**src/rtl/lighting_group_level_tracker_macros.svh**
```systemverilog
// Assertion macros for the lighting group level tracker.
// Included by modules that carry concurrent checks.
`ifndef LIGHTING_GROUP_LEVEL_TRACKER_MACROS_SVH
`define LIGHTING_GROUP_LEVEL_TRACKER_MACROS_SVH

// implication check under synchronous reset
`define LGLT_ASSERT_IMP(label, clk, rst, ante, cons, msg) \
  label: assert property (@(posedge clk) disable iff (rst) (ante) |-> (cons)) \
    else $error(msg);

// next-cycle implication check
`define LGLT_ASSERT_NEXT(label, clk, rst, ante, cons, msg) \
  label: assert property (@(posedge clk) disable iff (rst) (ante) |=> (cons)) \
    else $error(msg);

`endif

```
**src/rtl/lglt_pkg.sv**
```systemverilog
// Package for the lighting group level tracker: payload structs, codes, ring bus.
// No dependencies.
`default_nettype none
package lglt_pkg;

  localparam int unsigned NumGroups = 16;

  typedef enum logic [1:0] {
    KIND_COMMAND = 2'd0,
    KIND_MEMBER  = 2'd1,
    KIND_QUERY   = 2'd2,
    KIND_UNUSED  = 2'd3
  } kind_t;

  localparam logic [7:0] CMD_DIRECT     = 8'd0;
  localparam logic [7:0] CMD_OFF        = 8'd1;
  localparam logic [7:0] CMD_RECALL_MAX = 8'd6;
  localparam logic [7:0] CMD_RECALL_MIN = 8'd7;

  localparam logic [7:0] DEST_BROADCAST = 8'hFF;
  localparam logic [7:0] GROUP_MASK     = 8'hE1;
  localparam logic [7:0] GROUP_MATCH    = 8'h81;
  localparam logic [7:0] INDIV_MASK     = 8'h81;
  localparam logic [7:0] INDIV_MATCH    = 8'h01;

  localparam logic       REG_MIN_LEVEL = 1'b0;
  localparam logic       REG_MAX_LEVEL = 1'b1;

  typedef struct packed {
    logic [1:0]  kind;
    logic [7:0]  dest_address;
    logic [7:0]  command;
    logic [7:0]  level;
    logic [5:0]  member_address;
    logic [15:0] member_groups;
    logic [3:0]  query_group;
  } in_item_t;

  typedef struct packed {
    logic [15:0] affected_groups;
    logic [6:0]  device_count;
    logic [6:0]  off_count;
    logic [7:0]  average_level;
    logic        notify;
  } out_item_t;

  // per-cell operation broadcast along the chain
  typedef struct packed {
    logic        wr_level;   // write level if selected
    logic        sel_all;    // broadcast select
    logic        sel_group;  // group select
    logic        sel_dev;    // individual select
    logic        wr_member;  // membership write
    logic        query;      // query pass
    logic [5:0]  dev;
    logic [3:0]  grp;
    logic [7:0]  value;
    logic [15:0] groups;
  } cell_op_t;

  // data rippled cell to cell, one hop per cycle
  typedef struct packed {
    logic        active;
    cell_op_t    op;
    logic [6:0]  count;
    logic [6:0]  off;
    logic [13:0] sum;
    logic [15:0] member;   // membership of addressed device
  } ring_t;

endpackage
`default_nettype wire

```
**src/rtl/lglt_divider.sv**
```systemverilog
// Restoring divider: 14-bit sum by 7-bit count, one quotient bit per cycle.
// Depends on lglt_pkg.
`default_nettype none
module lglt_divider
  import lglt_pkg::*;
(
  input  wire logic        clk,
  input  wire logic        rst,
  input  wire logic        start,
  input  wire logic [13:0] dividend,
  input  wire logic [6:0]  divisor,
  output logic             done,
  output logic [7:0]       quotient
);

  logic [13:0] quo;
  logic [7:0]  rem;
  logic [6:0]  dvs;
  logic [3:0]  step;
  logic        busy;
  logic [7:0]  trial;
  logic [8:0]  diff;

  always_comb begin
    trial = {rem[6:0], quo[13]};
    diff  = {1'b0, trial} - {2'b00, dvs};
  end

  always_ff @(posedge clk) begin
    if (rst) begin
      busy <= 1'b0;
      done <= 1'b0;
      step <= '0;
    end else begin
      done <= 1'b0;
      if (start) begin
        busy <= 1'b1;
        step <= 4'd0;
        quo  <= dividend;
        rem  <= '0;
        dvs  <= divisor;
      end else if (busy) begin
        if (diff[8]) begin
          rem <= trial;
          quo <= {quo[12:0], 1'b0};
        end else begin
          rem <= diff[7:0];
          quo <= {quo[12:0], 1'b1};
        end
        step <= step + 4'd1;
        if (step == 4'd13) begin
          busy <= 1'b0;
          done <= 1'b1;
        end
      end
    end
  end

  assign quotient = quo[7:0];

endmodule
`default_nettype wire

```
**config.mk**
```make
export PLATFORM = sky130hd
export DESIGN_NAME = lglt_divider
export DESIGN_NICKNAME = d
export VERILOG_FILES = /design/src/rtl/lighting_group_level_tracker_macros.svh /design/src/rtl/lglt_pkg.sv /design/src/rtl/lglt_divider.sv
export SDC_FILE = /design/constraint.sdc
export NUM_CORES = 1
export LEC_CHECK = 0
export ABC_AREA = 1
export BUFFER_PORTS_ARGS = -buffer_cell sky130_fd_sc_hd__clkbuf_2
export CAP_MARGIN = 20
export CORE_MARGIN = 2
export CORE_UTILIZATION = 52
export DETAILED_ROUTE_END_ITERATION = 12
export PLACE_DENSITY_LB_ADDON = 0.12
export RECOVER_POWER = 50
export SLEW_MARGIN = 15
export SYNTH_ARGS = -nofsm -noshare
export SYNTH_HDL_FRONTEND = slang
export SYNTH_SLANG_ARGS = --single-unit
```
**constraint.sdc**
```tcl
create_clock -name clk -period 4.7 [get_ports clk]
set_clock_uncertainty 0.1 [all_clocks]
set_input_delay 0.235 -clock clk [delete_from_list [all_inputs] [get_ports clk]]
set_output_delay 0.235 -clock clk [all_outputs]
set_load 0.02 [all_outputs]
```
==> results.toml <==
[outcome]
run_status = "finished, final reports clean"

[drt]
vias = 1348
met2_length_um = 1630
postRouteAntennaNets = 0
met1_length_um = 1510
drc = 0
dr_wl_met3_um = 135
drt_first_iter_violations = 46
drt-total-wl_um = 3310
wl_per_cell_um = 11.8
drtPass1Iterations = 4
viasPerCell = 4.80
highest_layer = "met4"

[yosys]
seq_area_frac_synth_pct = 52.8
syn_inst = 199
avgSynthCellArea_um2 = 9.14
synth_cell_types = 26
syn_area_mm2 = 0.00182
ys_ff_latch = 34
ys.warnings.count = 0
syn_nets = 233

[cts]
clk_latency_ns = 0.34
cts_root_buffer = "clkbuf_4"
cts_buffers = 5
clock-sinks = 34
htreeDepth = 2
path_clk_slew_ns = 0.12
cts_max_path_buffers = 2
tritoncts = "yes"
cts_resized = 0

[setup_path]
r2r-start = "dvs[0]$_DFFE_PP_"
slowest_stage = "o21ai_0"
cp.depth = 4
setup.worst_path.class = "in2reg"
crit_arrival_ns = 2.43
cp-start-kind = "input pin"
r2r_end = "rem[3]$_SDFFCE_PP0P_"
worstRegToRegCells = 10
max_stage_delay_ns = 0.83
path_max_fanout = 23
path_buf_inv = 3
cp_cell_sequence = "clkbuf_1, inv_1, o21ai_0, buf_6"
worst-r2r-setup-slack_ns = 2.62
cp-end-kind = "flop"
required_ns = 4.65
cp_top_family = "buffers and inverters"

[final_layout]
nFillCells = 302
area_delta_synth_final_pct = 17.1
nets = 268
final_layout_size_suffix_gt1_share_pct = 15.7
diodes = 0
post-route-util_pct = 63.8

[pwr]
power_density_mw_per_mm2 = 377
p_leak_nw = 0.987
ir_drop_v = 0.000312

[timing]
slew_violations = 0
finalCriticalPeriod_ns = 2.48
relSlewSlack_pct = 40.9
finalHoldViolations = 0
setup_slack_ns = 2.22
rsz0062_at_grt = "false"
max_freq_ghz = 0.403
finalCritPeriodShare_pct = 52.8
worst_pin_slew_ns = 0.877
setup_violations = 0
finalSetupTns_ns = 0

[die]
boundaryPins = 33
num_rows = 21
die_h_um = 63.2
start_util_pct = 54.5
core_area_mm2 = 0.00334
die_area_mm2 = 0.00399
die_w_um = 63.2

[min_path]
hp-start = "rst"
min_path_type = "in2reg"
holdPathEnd = "step[3]$_SDFFE_PP0P_"
holdPathStages = 2

[grt]
grt.total_usage_pct = 17.5
grt_max_degree = 24
globalRouteOverflowTotal = 0
grt_pass1_wl_um = 5470
grt_pass1_vias = 1269
antenna_found_initial = 0

[place]
portBuffers = 32
globalplace.congestion = 0.769
dp_slack_ns = 2.30
hpwl_um = 2400

[flow_run]
max_cap_viol_count = 0
==> sequential cells by signal, summed over array words and instances, names as in the netlist <==
register	count
quo	14
dvs	7
rem	7
step	4
busy	1
done	1
==> cells in the mapped netlist (all sizes together) <==
master / n / share of area, %
nand2: 68 / 14
edfxtp: 28 / 46
inv: 22 / 4.5
nor2: 19 / 3.9
buf: 11 / 4.3
ha: 9 / 6.2
nand3: 7 / 2.8
a21oi: 6 / 2.3
dfxtp: 6 / 6.6
o21ai: 6 / 1.7
a21boi: 2 / 0.83
nand3b: 2 / 0.83
nand4: 2 / 0.69
nor3: 2 / 0.55
or2: 2 / 0.83
xor2: 2 / 0.96
a31oi: 1 / 0.34
clkbuf: 1 / 0.21
fa: 1 / 1.1
o21a: 1 / 0.41
o21bai: 1 / 0.41
==> worst max path at each step <==
stage / endpoint / from / slack, ns
4_1_cts: rem[3]$_SDFFCE_PP0P_ / quo[13]$_DFFE_PP_ / 2.63
5_1_grt: rem[6]$_SDFFCE_PP0P_ / start / 2.00
2_1_floorplan: quo[0]$_DFFE_PP_ / start / 2.11
3_5_place_dp: rem[6]$_SDFFCE_PP0P_ / start / 2.30
3_3_place_gp: rem[6]$_SDFFCE_PP0P_ / start / 2.40
6_report: quo[13]$_DFFE_PP_ / start / 2.22
==> area by class of cell <==
cell class                      count  area, um^2  area share (%)
Multi-Input combinational cell    131         694            32.6
Clock inverter                      3        68.8            3.23
Inverter                           22        82.6            3.88
Timing Repair Buffer               40         228            10.7
Tap cell                           46        57.6            2.70
Clock buffer                        5        37.5            1.76
Sequential cell                    34         961            45.1
==> per-layer routing <==
layer,vias to the layer above,global-route usage (%)
met5,-,0
met2,29,30.2
li1,707,-
met4,0,5.00
met1,608,21.4
met3,4,5.00
==> layout by cell type (no fill, tap or decap), types with 2 or more instances in the layout <==
master         netlist  layout
nand2_1             67      67
edfxtp_1            28      28
inv_1               22      22
clkbuf_2             0      21
nor2_1              19      19
clkbuf_1             1      11
ha_1                 9       9
dlygate4sd3_1        0       7
o21ai_0              6       6
dfxtp_1              6       6
a21oi_1              5       5
clkbuf_4             0       5
nand3_1              4       4
nand3_2              3       3
nor3_1               2       2
nand4_1              2       2
xor2_1               2       2
nand3b_1             2       2
a21boi_0             2       2
bufinv_16            0       2
==> metrics by stage <==
| stage | hold WS (ns) | power, mW | instances | instance area [um^2] |
|---|---|---|---|---|
| after detailed placement | 0.314 | 0.532 | 265 | 1960 |
| final | 0.00722 | 0.803 | 281 | 2130 |
| after global routing | 0.0196 | 0.840 | 281 | 2130 |
| after global placement | 0.312 | 0.525 | 265 | 1960 |
| after floorplan | 0.212 | 0.498 | 199 | 1820 |
| after CTS | 0.0218 | 0.807 | 280 | 2140 |
==> power breakdown <==
group	leakage (nW)	internal (mW)	total [mW]	switching (mW)
Sequential	0.320	0.358	0.372	0.0139
Clock	0.0554	0.166	0.275	0.108
Combinational	0.611	0.0610	0.156	0.0948
==> worst reg2reg max path: cells and delay by family, from the launching register on <==
family | cells | cell delay, ns
AND/OR/NAND/NOR | 7 | 0.66
adder cells (fa/ha/maj) | 2 | 0.62
flip-flops | 1 | 0.40
buffers and inverters | 1 | 0.07
==> kinds of logic (layout without fill, tap and decap cells) <==
logic type / Yosys count / in the layout / synth area share [%]
xor gates and xnor gates: 2 / 2 / 0.963
adders and majority gates: 10 / 10 / 7.29
and+or+nand+nor: 102 / 102 / 24.0
DFF: 34 / 34 / 52.8
buffers and inverters: 34 / 70 / 9.01
AOI/OAI and AO/OA: 17 / 17 / 5.92
==> repair_timing <==
action	in CTS	in global routing
setup buffers	0	0
hold buffers	7	0
hold endpoints to repair	7	0
(Power assumes the default switching activity.)
