==> src/rtl/lighting_group_level_tracker_macros.svh <==
// Assertion macros for the lighting group level tracker.
// Included by modules that carry concurrent checks.
`ifndef LIGHTING_GROUP_LEVEL_TRACKER_MACROS_SVH
`define LIGHTING_GROUP_LEVEL_TRACKER_MACROS_SVH

// implication check under synchronous reset
`define LGLT_ASSERT_IMP(label, clk, rst, ante, cons, msg) \
  label: assert property (@(posedge clk) disable iff (rst) (ante) |-> (cons)) \
    else $error(msg);

// next-cycle implication check
`define LGLT_ASSERT_NEXT(label, clk, rst, ante, cons, msg) \
  label: assert property (@(posedge clk) disable iff (rst) (ante) |=> (cons)) \
    else $error(msg);

`endif

==> src/rtl/lglt_pkg.sv <==
// Package for the lighting group level tracker: payload structs, codes, ring bus.
// No dependencies.
`default_nettype none
package lglt_pkg;

  localparam int unsigned NumGroups = 16;

  typedef enum logic [1:0] {
    KIND_COMMAND = 2'd0,
    KIND_MEMBER  = 2'd1,
    KIND_QUERY   = 2'd2,
    KIND_UNUSED  = 2'd3
  } kind_t;

  localparam logic [7:0] CMD_DIRECT     = 8'd0;
  localparam logic [7:0] CMD_OFF        = 8'd1;
  localparam logic [7:0] CMD_RECALL_MAX = 8'd6;
  localparam logic [7:0] CMD_RECALL_MIN = 8'd7;

  localparam logic [7:0] DEST_BROADCAST = 8'hFF;
  localparam logic [7:0] GROUP_MASK     = 8'hE1;
  localparam logic [7:0] GROUP_MATCH    = 8'h81;
  localparam logic [7:0] INDIV_MASK     = 8'h81;
  localparam logic [7:0] INDIV_MATCH    = 8'h01;

  localparam logic       REG_MIN_LEVEL = 1'b0;
  localparam logic       REG_MAX_LEVEL = 1'b1;

  typedef struct packed {
    logic [1:0]  kind;
    logic [7:0]  dest_address;
    logic [7:0]  command;
    logic [7:0]  level;
    logic [5:0]  member_address;
    logic [15:0] member_groups;
    logic [3:0]  query_group;
  } in_item_t;

  typedef struct packed {
    logic [15:0] affected_groups;
    logic [6:0]  device_count;
    logic [6:0]  off_count;
    logic [7:0]  average_level;
    logic        notify;
  } out_item_t;

  // per-cell operation broadcast along the chain
  typedef struct packed {
    logic        wr_level;   // write level if selected
    logic        sel_all;    // broadcast select
    logic        sel_group;  // group select
    logic        sel_dev;    // individual select
    logic        wr_member;  // membership write
    logic        query;      // query pass
    logic [5:0]  dev;
    logic [3:0]  grp;
    logic [7:0]  value;
    logic [15:0] groups;
  } cell_op_t;

  // data rippled cell to cell, one hop per cycle
  typedef struct packed {
    logic        active;
    cell_op_t    op;
    logic [6:0]  count;
    logic [6:0]  off;
    logic [13:0] sum;
    logic [15:0] member;   // membership of addressed device
  } ring_t;

endpackage
`default_nettype wire

==> src/rtl/lglt_cell.sv <==
// One device cell: holds level, valid bit and group word; forwards the ring beat.
// Depends on lglt_pkg.
`default_nettype none
module lglt_cell
  import lglt_pkg::*;
#(
  parameter int unsigned Index = 0
) (
  input  wire logic  clk,
  input  wire logic  rst,
  input  ring_t      ring_in,
  output ring_t      ring_out
);

  logic [7:0]  level;
  logic        valid;
  logic [15:0] groups;
  logic        hit;
  logic        in_grp;
  ring_t       ring_next;

  always_comb begin
    hit = ring_in.op.sel_all
        || (ring_in.op.sel_group && groups[ring_in.op.grp])
        || (ring_in.op.sel_dev && ring_in.op.dev == 6'(Index));
    in_grp = groups[ring_in.op.grp] && valid;
    ring_next = ring_in;
    if (ring_in.op.query && in_grp) begin
      ring_next.count = ring_in.count + 7'd1;
      ring_next.sum   = ring_in.sum + 14'(level);
      if (level == 8'd0) begin
        ring_next.off = ring_in.off + 7'd1;
      end
    end
    if (ring_in.op.dev == 6'(Index)) begin
      ring_next.member = groups;
    end
  end

  always_ff @(posedge clk) begin
    if (ring_in.active && ring_in.op.wr_level && hit) begin
      level <= ring_in.op.value;
    end
    ring_out.op     <= ring_next.op;
    ring_out.count  <= ring_next.count;
    ring_out.off    <= ring_next.off;
    ring_out.sum    <= ring_next.sum;
    ring_out.member <= ring_next.member;
    if (rst) begin
      valid <= 1'b0;
      groups <= '0;
      ring_out.active <= 1'b0;
    end else begin
      ring_out.active <= ring_in.active;
      if (ring_in.active && ring_in.op.wr_level && hit) begin
        valid <= 1'b1;
      end
      if (ring_in.active && ring_in.op.wr_member && ring_in.op.dev == 6'(Index)) begin
        groups <= ring_in.op.groups;
      end
    end
  end

endmodule
`default_nettype wire

==> config.mk <==
export PLATFORM = sky130hd
export DESIGN_NAME = lglt_cell
export DESIGN_NICKNAME = d
export VERILOG_FILES = /design/src/rtl/lighting_group_level_tracker_macros.svh /design/src/rtl/lglt_pkg.sv /design/src/rtl/lglt_cell.sv
export SDC_FILE = /design/constraint.sdc
export NUM_CORES = 1
export LEC_CHECK = 0
export ABC_CLOCK_PERIOD_IN_PS = 2000
export BUFFER_PORTS_ARGS = -buffer_cell sky130_fd_sc_hd__buf_2
export CAP_MARGIN = 10
export CELL_PAD_IN_SITES_DETAIL_PLACEMENT = 1
export CELL_PAD_IN_SITES_GLOBAL_PLACEMENT = 2
export CORE_MARGIN = 3
export CORE_UTILIZATION = 24
export CTS_CLUSTER_SIZE = 10
export DETAILED_ROUTE_END_ITERATION = 8
export PLACE_DENSITY = 0.7
export SLEW_MARGIN = 20
export SYNTH_ARGS = -nofsm -noshare
export SYNTH_HDL_FRONTEND = slang
export SYNTH_SLANG_ARGS = --single-unit
==> constraint.sdc <==
create_clock -name clk -period 2 [get_ports clk]
set_input_delay 0.4 -clock clk [delete_from_list [all_inputs] [get_ports clk]]
set_output_delay 0.4 -clock clk [all_outputs]
set_load 0.03 [all_outputs]
==> impl_results.md <==
* Status: complete, no violations
* Die X at roughly 130 um
* DP HPWL at 8.67 mm
* Crit path launch type: flop
* Synthesis warning total at 0
* Setup TNS at 0 ns
* Critical path class: reg -> reg
* Die H at 130 um
* PD cells at approximately 890 nW/um^2
* Crit path DAT at between 2 and 2.5 ns
* DRT Pass-1 Iters at 4
* Layout Skew at 0.00790 ns
* Max Cap Viol at 0
* Final Wtd Congestion at 0.764
* Worst min path class: in -> reg
* Fillers at approximately 1.7k
* Fin cells at between 700 and 800
* Clock latency on the worst-skew pair at around 0.35 ns
* Slew Limit Fails at 0
* # rows at 44
* Number of hold buffers added after CTS at 0
* Distinct cells, synth at 36
* Cell area after layout at between 5000 and 6000 um^2
* Die area at about 17000 um^2
* Hold_ws at ~0.17 ns
* Core box area at 14800 um^2
* Final Critical Period at 1.99 ns
* Overall power at 4.67 mW
* Initial core utilization at about a quarter
* Ports at roughly 170
* Sequential-to-total area share from yosys stat at ~62%
* Worst-Margin Slew at roughly 0.36 ns
* Share of layout cells above drive strength 1 at ~43%
* Final Core Density at a little over a third
* Ratio of final minimum period to clock period at 99.4%
* Most frequent cells in the layout: buf_2 (171), dfxtp_1 (100), nand2_1 (89)
* Overall Global Routing Usage at between 10% and 20%
* Post-Route WL at 10.8 mm
* Worst-path clk slew at 0.07 ns
* CTS Buffer Depth at 2
* Vias in the first global route at around 3.3k
* H-tree depth at 3
* Multi-input gate area at 1360 um^2
* Sequential cell area at about 2300 um^2
* First-pass GRT wire length at ~16 mm
* CTS Buf Count at 9
* Final setup fails at 0
* Slew margin rel. at 75.8%
* Data required, critical path at 2.24 ns
* DRC viols at 0
* # port buffers at 171
* Syn_nets at between 400 and 500
* Worst vdd ir at about 470 uV
* Place WS at -0.185 ns
* Root Driver: clkbuf_16
* Largest net degree at the start of global routing at 19
* Antenna Diode Count at 0
* Via count at roughly 3.1k
* DR iter-0 viols at 46
* CP Max Fanout at 3
* Initial antenna violation count at 0
* DR vias/cell at between 4 and 5
* CTS Sinks at 110
* Crit end category: flop
* Fin worst setup slack at roughly 0.012 ns
* RSZ-0062 raised after global routing: yes
* Synth Cell Area at around 3700 um^2
* Leak at 2.41 nW
* Placed insts at roughly 710
* Gr ovfl total at 0
* Cell Area, Placed at 4880 um^2
* Mapped Cells at around 340
* Per-cell routed wire length at ~15 um
* Most common cell after layout, fill and taps aside: buf_2
* Final ANT Viol Nets at 0
* Fmax at about 0.5 GHz
* Synthesis-to-finish area growth at 43.6%
* Fin. Hold Viols at 0
* Register bit total from synthesis at between 100 and 150
* CTS tree: built
* Final #Nets at around 640
* Average size of a mapped cell at ~11 um^2
-- metal layers --
| metal | up-vias | GRT usage (%) | wire length (um) |
|---|---|---|---|
| met4 | 0 | 3.67 | 127 |
| met3 | 11 | 4.37 | 770 |
| met1 | 1412 | 14.6 | 4470 |
| met5 | - | 0 | 0 |
| li1 | 1545 | - | - |
| met2 | 104 | 22.2 | 5380 |
-- power by group --
part	total, mW	internal (mW)	switching [mW]
logic	0.603	0.222	0.382
registers	2.35	2.32	0.0275
clock network	1.72	0.958	0.764
total	4.67	3.50	1.17
-- final cells by class --
| cell class | instances | area share, % |
|---|---|---|
| multi-input cells | 216 | 25.7 |
| flip-flops and latches | 110 | 43.4 |
| well taps | 184 | 4.37 |
| inverters | 4 | 0.285 |
| clock buffers | 14 | 5.22 |
| repair buffers | 199 | 20.8 |
| clock inverters | 2 | 0.261 |
-- critical path, stage by stage, from the launching register on --
cell and delay, ns:
edfxtp_1 0.39, ha_2 0.21, inv_2 0.04, fa_2 0.35, inv_1 0.06, a21o_1 0.12
nand4_1 0.14, a31oi_1 0.21, buf_4 0.15, nand4_1 0.09, xnor2_1 0.14
-- flip-flops by register name, indices dropped and copies added, names as in the netlist --
name and cells:
valid 1, ring_out 85, level 8, groups 16
-- kinds of logic after synthesis --
kind of cell / count (synthesis) / synth area share, %
XOR/XNOR: 24 / 5.73
adder cells (fa/ha/maj): 11 / 3.96
multiplexers: 12 / 5.01
AND/OR/NAND/NOR: 133 / 15.9
flip-flops: 110 / 62.2
AO/OA/AOI/OAI: 36 / 5.46
buffers and inverters: 15 / 1.81
-- cells in the mapped netlist --
cell type  count  area share (%)
a21o_1         1            0.20
a21oi_1       28             3.8
a31oi_1        2            0.34
and3_1         4            0.68
and3b_1        1            0.24
and4_1         3            0.72
buf_1          1            0.10
buf_2          2            0.27
buf_6          1            0.31
clkbuf_1       7            0.72
dfxtp_1      102              56
edfxtp_1       8             6.5
fa_1           1            0.55
ha_1          10             3.4
inv_1          4            0.41
mux2_2         4             1.2
mux2_4         1            0.41
mux2i_1        3            0.82
mux4_1         1            0.72
mux4_2         3             1.8
nand2_1       89             9.1
nand2b_1       1            0.17
nand3_1        8             1.1
nand3b_1       1            0.20
nand4_1        9             1.5
nor2_1        11             1.1
nor2b_1        2            0.34
nor3_1         1            0.14
nor4_1         2            0.34
o21ai_0        2            0.27
o21ba_2        1            0.27
o22ai_2        1            0.34
o31ai_1        1            0.20
or2_2          1            0.17
xnor2_1       18             4.3
xor2_1         6             1.4
-- timing repair --
| item | in CTS | in global routing |
|---|---|---|
| setup buffers | 1 | 4 |
| pin swaps | 1 | 7 |
| cloned | 0 | 1 |
| gates resized for setup | 1 | 12 |
| setup endpoints to repair | 4 | 21 |
-- final timing paths --
path                               start  cells after the start  slack (ns)                    to
hold reg to reg   groups[5]$_SDFFE_PP0P_                      2        0.47   ring_out[5]$_DFF_P_
setup / recovery      level[0]$_DFFE_PP_                     10        0.01  ring_out[26]$_DFF_P_
setup reg to reg      level[0]$_DFFE_PP_                     10        0.01  ring_out[26]$_DFF_P_
hold / removal               ring_in[80]                      1        0.17  ring_out[80]$_DFF_P_
No activity file was read; power rests on OpenSTA's default activity.
